File: src/rtl/dtwsl_pkg.sv
// Package for the DDS tuning-word serial loader.
// Shared types and fixed constants; no dependencies.
`default_nettype none

package dtwsl_pkg;

  // Configuration port
  localparam int unsigned CFG_IDX_W = 2;
  localparam int unsigned CFG_DATA_W = 32;
  localparam logic [CFG_IDX_W-1:0] REG_REF_CLOCK = 2'd0;
  localparam logic [CFG_IDX_W-1:0] REG_MUL_THRESHOLD = 2'd1;
  localparam logic [CFG_IDX_W-1:0] REG_OFFSET = 2'd2;

  localparam logic [31:0] REF_CLOCK_RST = 32'd180000000;
  localparam logic [31:0] MUL_THRESHOLD_RST = 32'hFFFF_FFFF;
  localparam logic [31:0] OFFSET_RST = 32'd0;

  // Frequency datapath
  localparam int unsigned FREQ_W = 32;
  // ceil(2^34 / 6): f * DIV6_RECIP >> 34 equals f / 6 for any 32-bit f
  localparam logic [31:0] DIV6_RECIP = 32'hAAAA_AAAB;
  localparam int unsigned DIV6_SHIFT = 34;

  // Control byte that trails the tuning word
  localparam int unsigned CTRL_BITS = 8;
  localparam logic [CTRL_BITS-1:0] CTRL_MUL = 8'h09;
  localparam logic [CTRL_BITS-1:0] CTRL_NORMAL = 8'h00;

  localparam int unsigned IDX_W = 6;

  typedef struct packed {
    logic [FREQ_W-1:0] freq;
    logic              mul;
  } dtwsl_job_t;

  typedef enum logic [1:0] {
    DIV_IDLE,
    DIV_RUN,
    DIV_DONE
  } dtwsl_div_state_e;

endpackage

`default_nettype wire

File: src/rtl/dtwsl_front.sv
// Front end: offset subtraction, multiplier-mode decision and divide by six.
// Uses dtwsl_pkg.
`default_nettype none

module dtwsl_front (
  input  wire logic                        clk_i,
  input  wire logic                        rst_ni,
  input  wire logic [31:0]                 offset_hz_i,
  input  wire logic [31:0]                 mul_threshold_hz_i,
  input  wire logic                        in_valid_i,
  output logic                             in_ready_o,
  input  wire logic [dtwsl_pkg::FREQ_W-1:0] frequency_hz_i,
  input  wire logic                        apply_offset_i,
  output logic                             job_valid_o,
  input  wire logic                        job_ready_i,
  output dtwsl_pkg::dtwsl_job_t            job_o
);

  localparam int unsigned FW = dtwsl_pkg::FREQ_W;

  logic          s1_valid_q, s2_valid_q;
  logic [FW-1:0] s1_freq_q, s1_freq_d;
  logic [FW-1:0] s2_freq_q;
  logic          s2_mul_q;
  logic [FW-dtwsl_pkg::DIV6_SHIFT+FW-1:0] s2_quot_q;
  logic [2*FW-1:0] prod;
  logic [FW:0]   diff;
  logic          s2_free, s1_free, s1_move;

  assign s2_free = !s2_valid_q || job_ready_i;
  assign s1_move = s1_valid_q && s2_free;
  assign s1_free = !s1_valid_q || s2_free;
  assign in_ready_o = s1_free;

  // borrow of the subtraction, with the zero test, tells whether frequency exceeds the offset
  assign diff = {1'b0, frequency_hz_i} - {1'b0, offset_hz_i};
  always_comb begin
    s1_freq_d = frequency_hz_i;
    if (apply_offset_i && !diff[FW] && (diff[FW-1:0] != '0)) begin
      s1_freq_d = diff[FW-1:0];
    end
  end

  assign prod = s1_freq_q * dtwsl_pkg::DIV6_RECIP;

  always_ff @(posedge clk_i or negedge rst_ni) begin
    if (!rst_ni) begin
      s1_valid_q <= 1'b0;
      s2_valid_q <= 1'b0;
    end else begin
      if (s1_free) begin
        s1_valid_q <= in_valid_i;
      end
      if (s2_free) begin
        s2_valid_q <= s1_valid_q;
      end
    end
  end

  always_ff @(posedge clk_i) begin
    if (in_valid_i && s1_free) begin
      s1_freq_q <= s1_freq_d;
    end
    if (s1_move) begin
      s2_freq_q <= s1_freq_q;
      s2_mul_q  <= s1_freq_q > mul_threshold_hz_i;
      s2_quot_q <= prod[2*FW-1:dtwsl_pkg::DIV6_SHIFT];
    end
  end

  assign job_valid_o = s2_valid_q;
  assign job_o.mul   = s2_mul_q;
  assign job_o.freq  = s2_mul_q ? FW'(s2_quot_q) : s2_freq_q;

endmodule

`default_nettype wire

File: src/rtl/dtwsl_queue.sv
// Two-entry job queue between the front end and the divider.
// Uses dtwsl_pkg.
`default_nettype none

module dtwsl_queue (
  input  wire logic             clk_i,
  input  wire logic             rst_ni,
  input  wire logic             push_valid_i,
  output logic                  push_ready_o,
  input  dtwsl_pkg::dtwsl_job_t push_job_i,
  output logic                  pop_valid_o,
  input  wire logic             pop_ready_i,
  output dtwsl_pkg::dtwsl_job_t pop_job_o
);

  dtwsl_pkg::dtwsl_job_t mem_q [2];
  logic       wr_ptr_q, rd_ptr_q;
  logic [1:0] count_q;
  logic       push, pop;

  assign push_ready_o = count_q != 2'd2;
  assign pop_valid_o  = count_q != 2'd0;
  assign push = push_valid_i && push_ready_o;
  assign pop  = pop_valid_o && pop_ready_i;
  assign pop_job_o = mem_q[rd_ptr_q];

  always_ff @(posedge clk_i or negedge rst_ni) begin
    if (!rst_ni) begin
      wr_ptr_q <= 1'b0;
      rd_ptr_q <= 1'b0;
      count_q  <= 2'd0;
    end else begin
      if (push) begin
        wr_ptr_q <= !wr_ptr_q;
      end
      if (pop) begin
        rd_ptr_q <= !rd_ptr_q;
      end
      if (push && !pop) begin
        count_q <= count_q + 2'd1;
      end else if (pop && !push) begin
        count_q <= count_q - 2'd1;
      end
    end
  end

  always_ff @(posedge clk_i) begin
    if (push) begin
      mem_q[wr_ptr_q] <= push_job_i;
    end
  end

endmodule

`default_nettype wire

File: src/rtl/dtwsl_div.sv
// Bit-serial restoring divider: floor(f * 2^WORD_BITS / ref_clock), saturated.
// Uses dtwsl_pkg.
`default_nettype none

module dtwsl_div #(
  parameter int unsigned WORD_BITS = 32
) (
  input  wire logic                  clk_i,
  input  wire logic                  rst_ni,
  input  wire logic [31:0]           ref_clock_hz_i,
  input  wire logic                  job_valid_i,
  output logic                       job_ready_o,
  input  dtwsl_pkg::dtwsl_job_t      job_i,
  output logic                       res_valid_o,
  input  wire logic                  res_ready_i,
  output logic [WORD_BITS-1:0]       res_word_o,
  output logic                       res_mul_o
);

  localparam int unsigned FW    = dtwsl_pkg::FREQ_W;
  localparam int unsigned CNT_W = $clog2(WORD_BITS);

  dtwsl_pkg::dtwsl_div_state_e state_q, state_d;

  logic [CNT_W-1:0]     cnt_q;
  logic [FW-1:0]        rem_q;
  logic [WORD_BITS-1:0] quo_q;
  logic                 mul_q;
  logic [FW:0]          rem2;
  logic                 ge;
  logic                 sat;
  logic                 start;

  // f >= d means the quotient overflows the word; d == 0 lands here too
  assign sat   = job_i.freq >= ref_clock_hz_i;
  assign rem2  = {rem_q, 1'b0};
  assign ge    = rem2 >= {1'b0, ref_clock_hz_i};
  assign start = (state_q == dtwsl_pkg::DIV_IDLE) && job_valid_i;

  always_comb begin
    state_d     = state_q;
    job_ready_o = 1'b0;
    res_valid_o = 1'b0;
    case (state_q)
      dtwsl_pkg::DIV_IDLE: begin
        job_ready_o = 1'b1;
        if (job_valid_i) begin
          state_d = sat ? dtwsl_pkg::DIV_DONE : dtwsl_pkg::DIV_RUN;
        end
      end
      dtwsl_pkg::DIV_RUN: begin
        if (cnt_q == CNT_W'(WORD_BITS - 1)) begin
          state_d = dtwsl_pkg::DIV_DONE;
        end
      end
      dtwsl_pkg::DIV_DONE: begin
        res_valid_o = 1'b1;
        if (res_ready_i) begin
          state_d = dtwsl_pkg::DIV_IDLE;
        end
      end
      default: state_d = dtwsl_pkg::DIV_IDLE;
    endcase
  end

  always_ff @(posedge clk_i or negedge rst_ni) begin
    if (!rst_ni) begin
      state_q <= dtwsl_pkg::DIV_IDLE;
      cnt_q   <= '0;
    end else begin
      state_q <= state_d;
      if (start) begin
        cnt_q <= '0;
      end else if (state_q == dtwsl_pkg::DIV_RUN) begin
        cnt_q <= cnt_q + CNT_W'(1);
      end
    end
  end

  always_ff @(posedge clk_i) begin
    if (start) begin
      rem_q <= job_i.freq;
      quo_q <= sat ? '1 : '0;
      mul_q <= job_i.mul;
    end else if (state_q == dtwsl_pkg::DIV_RUN) begin
      rem_q <= ge ? FW'(rem2 - {1'b0, ref_clock_hz_i}) : FW'(rem2);
      quo_q <= {quo_q[WORD_BITS-2:0], ge};
    end
  end

  assign res_word_o = quo_q;
  assign res_mul_o  = mul_q;

endmodule

`default_nettype wire

File: src/rtl/dtwsl_shift.sv
// Serializer: tuning word then control byte, LSB first, one bit per word out.
// Uses dtwsl_pkg.
`default_nettype none

module dtwsl_shift #(
  parameter int unsigned WORD_BITS = 32
) (
  input  wire logic                       clk_i,
  input  wire logic                       rst_ni,
  input  wire logic                       res_valid_i,
  output logic                            res_ready_o,
  input  wire logic [WORD_BITS-1:0]       res_word_i,
  input  wire logic                       res_mul_i,
  output logic                            out_valid_o,
  input  wire logic                       out_ready_i,
  output logic                            serial_bit_o,
  output logic [dtwsl_pkg::IDX_W-1:0]     bit_index_o,
  output logic                            last_bit_o
);

  localparam int unsigned TOTAL = WORD_BITS + dtwsl_pkg::CTRL_BITS;
  localparam int unsigned IW    = dtwsl_pkg::IDX_W;

  logic             busy_q;
  logic [TOTAL-1:0] sreg_q;
  logic [IW-1:0]    idx_q;
  logic             last, take, load;

  assign last = idx_q == IW'(TOTAL - 1);
  assign take = busy_q && out_ready_i;
  // next job loads in the cycle its predecessor's final bit leaves
  assign res_ready_o = !busy_q || (take && last);
  assign load = res_valid_i && res_ready_o;

  always_ff @(posedge clk_i or negedge rst_ni) begin
    if (!rst_ni) begin
      busy_q <= 1'b0;
      idx_q  <= '0;
    end else begin
      if (load) begin
        busy_q <= 1'b1;
        idx_q  <= '0;
      end else if (take) begin
        if (last) begin
          busy_q <= 1'b0;
        end
        idx_q <= idx_q + IW'(1);
      end
    end
  end

  always_ff @(posedge clk_i) begin
    if (load) begin
      sreg_q <= {(res_mul_i ? dtwsl_pkg::CTRL_MUL : dtwsl_pkg::CTRL_NORMAL), res_word_i};
    end else if (take) begin
      sreg_q <= {1'b0, sreg_q[TOTAL-1:1]};
    end
  end

  assign out_valid_o  = busy_q;
  assign serial_bit_o = sreg_q[0];
  assign bit_index_o  = idx_q;
  assign last_bit_o   = last;

endmodule

`default_nettype wire

File: src/rtl/dds_tuning_word_serial_load_unit.sv
// Top level of the DDS tuning-word serial loader: config registers and wiring.
// Uses dtwsl_pkg, dtwsl_front, dtwsl_queue, dtwsl_div, dtwsl_shift.
//
//   port group   direction  handshake                 payload
//   in           input      in_valid_i / in_ready_o   frequency_hz_i, apply_offset_i
//   out          output     out_valid_o / out_ready_i serial_bit_o, bit_index_o, last_bit_o
//   cfg          input      cfg_we_i (no wait)        cfg_idx_i, cfg_wdata_i
//
// Each request yields WORD_BITS + 8 output words, one per cycle while out_ready_i
// is high; sustained throughput is set by the serializer. The divider runs
// under the previous request's shift-out. Reset is asynchronous and needs no
// clearing pass. Output stalls back up through the divider and a two-entry
// queue to in_ready_o.
`default_nettype none

module dds_tuning_word_serial_load_unit #(
  parameter int unsigned WORD_BITS = 32
) (
  input  wire logic                             clk_i,
  input  wire logic                             rst_ni,
  input  wire logic                             cfg_we_i,
  input  wire logic [dtwsl_pkg::CFG_IDX_W-1:0]  cfg_idx_i,
  input  wire logic [dtwsl_pkg::CFG_DATA_W-1:0] cfg_wdata_i,
  input  wire logic                             in_valid_i,
  output logic                                  in_ready_o,
  input  wire logic [31:0]                      frequency_hz_i,
  input  wire logic                             apply_offset_i,
  output logic                                  out_valid_o,
  input  wire logic                             out_ready_i,
  output logic                                  serial_bit_o,
  output logic [5:0]                            bit_index_o,
  output logic                                  last_bit_o
);

  logic [31:0] ref_clock_q, mul_threshold_q, offset_q;

  always_ff @(posedge clk_i or negedge rst_ni) begin
    if (!rst_ni) begin
      ref_clock_q     <= dtwsl_pkg::REF_CLOCK_RST;
      mul_threshold_q <= dtwsl_pkg::MUL_THRESHOLD_RST;
      offset_q        <= dtwsl_pkg::OFFSET_RST;
    end else if (cfg_we_i) begin
      case (cfg_idx_i)
        dtwsl_pkg::REG_REF_CLOCK:     ref_clock_q     <= cfg_wdata_i;
        dtwsl_pkg::REG_MUL_THRESHOLD: mul_threshold_q <= cfg_wdata_i;
        dtwsl_pkg::REG_OFFSET:        offset_q        <= cfg_wdata_i;
        default: ;
      endcase
    end
  end

  dtwsl_pkg::dtwsl_job_t front_job, queue_job;
  logic front_valid, front_ready;
  logic queue_valid, queue_ready;
  logic res_valid, res_ready, res_mul;
  logic [WORD_BITS-1:0] res_word;

  dtwsl_front u_front (
    .clk_i              (clk_i),
    .rst_ni             (rst_ni),
    .offset_hz_i        (offset_q),
    .mul_threshold_hz_i (mul_threshold_q),
    .in_valid_i         (in_valid_i),
    .in_ready_o         (in_ready_o),
    .frequency_hz_i     (frequency_hz_i),
    .apply_offset_i     (apply_offset_i),
    .job_valid_o        (front_valid),
    .job_ready_i        (front_ready),
    .job_o              (front_job)
  );

  dtwsl_queue u_queue (
    .clk_i        (clk_i),
    .rst_ni       (rst_ni),
    .push_valid_i (front_valid),
    .push_ready_o (front_ready),
    .push_job_i   (front_job),
    .pop_valid_o  (queue_valid),
    .pop_ready_i  (queue_ready),
    .pop_job_o    (queue_job)
  );

  dtwsl_div #(
    .WORD_BITS (WORD_BITS)
  ) u_div (
    .clk_i          (clk_i),
    .rst_ni         (rst_ni),
    .ref_clock_hz_i (ref_clock_q),
    .job_valid_i    (queue_valid),
    .job_ready_o    (queue_ready),
    .job_i          (queue_job),
    .res_valid_o    (res_valid),
    .res_ready_i    (res_ready),
    .res_word_o     (res_word),
    .res_mul_o      (res_mul)
  );

  dtwsl_shift #(
    .WORD_BITS (WORD_BITS)
  ) u_shift (
    .clk_i        (clk_i),
    .rst_ni       (rst_ni),
    .res_valid_i  (res_valid),
    .res_ready_o  (res_ready),
    .res_word_i   (res_word),
    .res_mul_i    (res_mul),
    .out_valid_o  (out_valid_o),
    .out_ready_i  (out_ready_i),
    .serial_bit_o (serial_bit_o),
    .bit_index_o  (bit_index_o),
    .last_bit_o   (last_bit_o)
  );

endmodule

`default_nettype wire

File: config.mk
export PLATFORM = sky130hd
export DESIGN_NAME = dds_tuning_word_serial_load_unit
export DESIGN_NICKNAME = d
export VERILOG_FILES = /design/src/rtl/dtwsl_pkg.sv /design/src/rtl/dtwsl_front.sv /design/src/rtl/dtwsl_queue.sv /design/src/rtl/dtwsl_div.sv /design/src/rtl/dtwsl_shift.sv /design/src/rtl/dds_tuning_word_serial_load_unit.sv
export SDC_FILE = /design/constraint.sdc
export NUM_CORES = 2
export LEC_CHECK = 0
export ABC_AREA = 1
export CAP_MARGIN = 25
export CORE_AREA = 2 2 335 337
export CTS_BUF_LIST = sky130_fd_sc_hd__clkbuf_8 sky130_fd_sc_hd__clkbuf_16
export DETAILED_ROUTE_END_ITERATION = 7
export DIE_AREA = 0 0 337 339
export DONT_BUFFER_PORTS = 1
export SYNTH_ARGS = -nofsm -noshare
export SYNTH_HDL_FRONTEND = slang
export SYNTH_SLANG_ARGS = --single-unit
File: constraint.sdc
create_clock -name clk_i -period 13.4 [get_ports clk_i]
set_input_delay 0.67 -clock clk_i [delete_from_list [all_inputs] [get_ports clk_i]]
set_output_delay 0.67 -clock clk_i [all_outputs]
set_load 0.01 [all_outputs]
==> impl_metrics.tcl <==
set metrics [dict create \
    die_h_um 339 \
    grt_usage_pct 20.9 \
    synth_commonest_cells "nand2_1, inv_1, ha_1" \
    cts_tree "yes" \
    start_util_pct 34.8 \
    setup_viol 0 \
    cp.arrival_ns 8.17 \
    vias_per_cell 4.85 \
    clockBufferDepth 3 \
    timing.fmax_mhz 128 \
    synth_area_leader_cell "edfxtp_1" \
    reg2reg_to "u_front.s2_quot_q[27]$_DFFE_PP_" \
    n_fill_cell 11300 \
    place_congestion 0.993 \
    ant_nets 0 \
    finalHoldViolCount 0 \
    post_cts_resized 0 \
    route.detailed.drc 0 \
    synthCells 4479 \
    vias 29100 \
    dp.cells 5924 \
    critPathCapture "u_front.s2_quot_q[27]$_DFFE_PP_" \
    grt_pass1_wl_um 179000 \
    coreArea_um2 110000 \
    worstMarginPinSlew_ns 0.970 \
    slew_violations 0 \
    clk_pin_slew_ns 0.06 \
    grt_max_degree 117 \
    r2r_cells 21 \
    instances_no_fill 6010 \
    cts-buffers-inserted 43 \
    synthesis.area_um2 38400 \
    cts_setup_buffers 0 \
    postCtsHoldBufs 1 \
    insertion_delay_ns 0.60 \
    multi_input_area_um2 23500 \
    cp_max_fo 8 \
    regArea_um2 10800 \
    critical_path_required_ns 13.74 \
    wl_per_cell_um 19.6 \
    wl_um 118000 \
    overflow 0 \
    antenna_found_initial 4 \
    min_period_ns 7.83 \
    rows 122 \
    setup_tns_ns 0 \
    endpoint_kind "flip-flop" \
    ys_seq_area_share_pct 28.2 \
    path_class "flip-flop to flip-flop" \
    reg2reg_from "u_front.s1_freq_q[16]$_DFFE_PP_" \
    io_pins 82 \
    startpoint "u_front.s1_freq_q[16]$_DFFE_PP_" \
    grt_pass1_vias 29300 \
    critPathLaunchType "flip-flop" \
    yosysMostFrequentCell "nand2_1" \
    die_area_um2 114000 \
    run_status "completed" \
    port_buffers 0 \
    drt_pass1_iterations 6 \
    maxCapViolCount 0 \
    hold_path.class "primary input to asynchronous set/reset pin" \
    syn2layout_area_growth_pct 8.87 \
    post_synth_num_cell_types 53 \
    h-tree-depth 2 \
    hpwlAfterDp_um 98500 \
    clock-sinks 378 \
    synth_seq_cells 378 \
    syn_nets 5401 \
    r2r_slack_ns 5.57 \
    synth_edf_count 262 \
    cts-root-buf "clkbuf_16" \
    synth_top_area_share_pct 20.5 \
    drive_gt1_share_pct 5.24 \
    synthArstFlopShare_pct 30.7 \
    syn_avg_cell_area_um2 8.58 \
    synthTopCellsByArea "edfxtp_1, fa_1, ha_1" \
    drt_iter0_drc 2141 \
    yosys_most_used_dff "edfxtp_1" \
    yosys_warnings 0 \
    rsz0062_at_grt "false" \
    nets 5406 \
    die_x_um 337 \
    finalCritPeriodShare_pct 58.5 \
    slew_headroom_pct 35.4 \
    skew_ns 0.0174 \
]
[placed cells by master (no fill, tap or decap), types with 7 or more instances in the layout]
cell type / count
inv_1: 1016
xor2_1: 53
nand2_1: 1019
nor3_1: 21
clkbuf_16: 45
clkinv_2: 7
dfstp_2: 43
dfrtp_1: 73
nand3b_1: 7
buf_4: 20
nand2_2: 20
xnor2_1: 39
o21a_1: 9
o21bai_1: 10
or2_2: 22
fa_1: 357
o21ai_0: 233
nor4_1: 8
nand4_1: 25
nor2_1: 257
edfxtp_1: 262
a21boi_0: 8
nor2_2: 9
a21oi_1: 188
ha_1: 493
a31oi_1: 20
nand3_1: 133
a21o_1: 9
mux2_2: 30
[state kept, by name, summed over array words and instances (netlist names)]
register / count
u_front.s1_freq_q: 32
u_front.s1_valid_q: 1
u_queue.count_q: 2
u_shift.bit_index_o: 6
u_shift.out_valid_o: 1
mul_threshold_q: 32
u_div.rem_q: 32
u_div.res_word_o: 32
u_div.cnt_q: 5
u_front.s2_mul_q: 1
offset_q: 32
u_div.state_q: 2
u_queue.mem_q: 66
u_div.res_mul_o: 1
u_queue.wr_ptr_q: 1
u_front.s2_freq_q: 32
u_front.s2_quot_q: 30
u_shift.sreg_q: 36
ref_clock_q: 32
u_queue.rd_ptr_q: 1
u_front.job_valid_o: 1
[per-layer routing]
metal	vias to the layer above	global-route usage (%)	routed length, um
met2	838	34.0	54100
li1	14100	-	-
met4	2	7.38	4590
met3	183	2.83	6920
met5	-	0	13
met1	14000	28.3	52300
[area by class of cell]
class                           instances  share of cell area (%)
Antenna cell                            3                  0.0179
Tap cell                             1488                    4.45
Clock inverter                         29                   0.706
Clock buffer                           51                    2.89
Multi-Input combinational cell       3022                    56.3
Timing Repair Buffer                   25                   0.670
Sequential cell                       378                    25.9
Inverter                             1014                    9.10
[per-stage QoR]
step / instance area [um2] / hold slack (ns) / setup slack (ns) / util (%)
finish: 41800 / 0.0438 / 5.57 / 37.9
global placement: 40200 / 0.379 / 5.76 / 36.4
detailed placement: 40200 / 0.379 / 5.74 / 36.5
floorplan: 38400 / 0.374 / 6.93 / -
CTS: 41800 / 0.0397 / 5.72 / 37.9
global route: 41800 / 0.0716 / 5.25 / 37.9
[worst max-delay path, cell delays in order (launching register included)]
cell	delay [ns]
edfxtp_1	0.80
ha_1	0.49
inv_1	0.16
fa_1	0.73
fa_1	0.50
fa_1	0.52
inv_1	0.06
fa_1	0.57
fa_1	0.46
fa_1	0.55
inv_1	0.06
fa_1	0.64
inv_1	0.07
ha_1	0.34
nand2_1	0.10
nor2_1	0.15
inv_1	0.09
nor4_1	0.64
nand3_1	0.15
nand3_1	0.23
a21oi_1	0.12
xor2_1	0.15
[worst min-delay path by stage]
stage            from                              to  slack [ns]  cells after the start
4_1_cts        rst_ni    u_div.state_q[1]$_DFFE_PN0P_        0.04                      1
3_3_place_gp   rst_ni      ref_clock_q[6]$_DFFE_PN0P_        0.38                      0
3_5_place_dp   rst_ni      ref_clock_q[6]$_DFFE_PN0P_        0.38                      0
5_1_grt        rst_ni  u_queue.count_q[1]$_DFFE_PN0P_        0.07                      1
2_1_floorplan  rst_ni         offset_q[0]$_DFFE_PN0P_        0.37                      0
6_report       rst_ni  u_queue.count_q[1]$_DFFE_PN0P_        0.04                      1
[logic make-up after synthesis]
| kind of cell | share of synthesized area (%) |
|---|---|
| adder cells (fa/ha/maj) | 34.7 |
| XOR/XNOR | 2.10 |
| buffers and inverters | 10.6 |
| AND/OR/NAND/NOR | 16.3 |
| AO/OA/AOI/OAI | 7.22 |
| multiplexers | 0.905 |
| flip-flops | 28.2 |
Power is not shown: default switching activity piles up to over one toggle a cycle in this logic, so the estimate is an artifact.
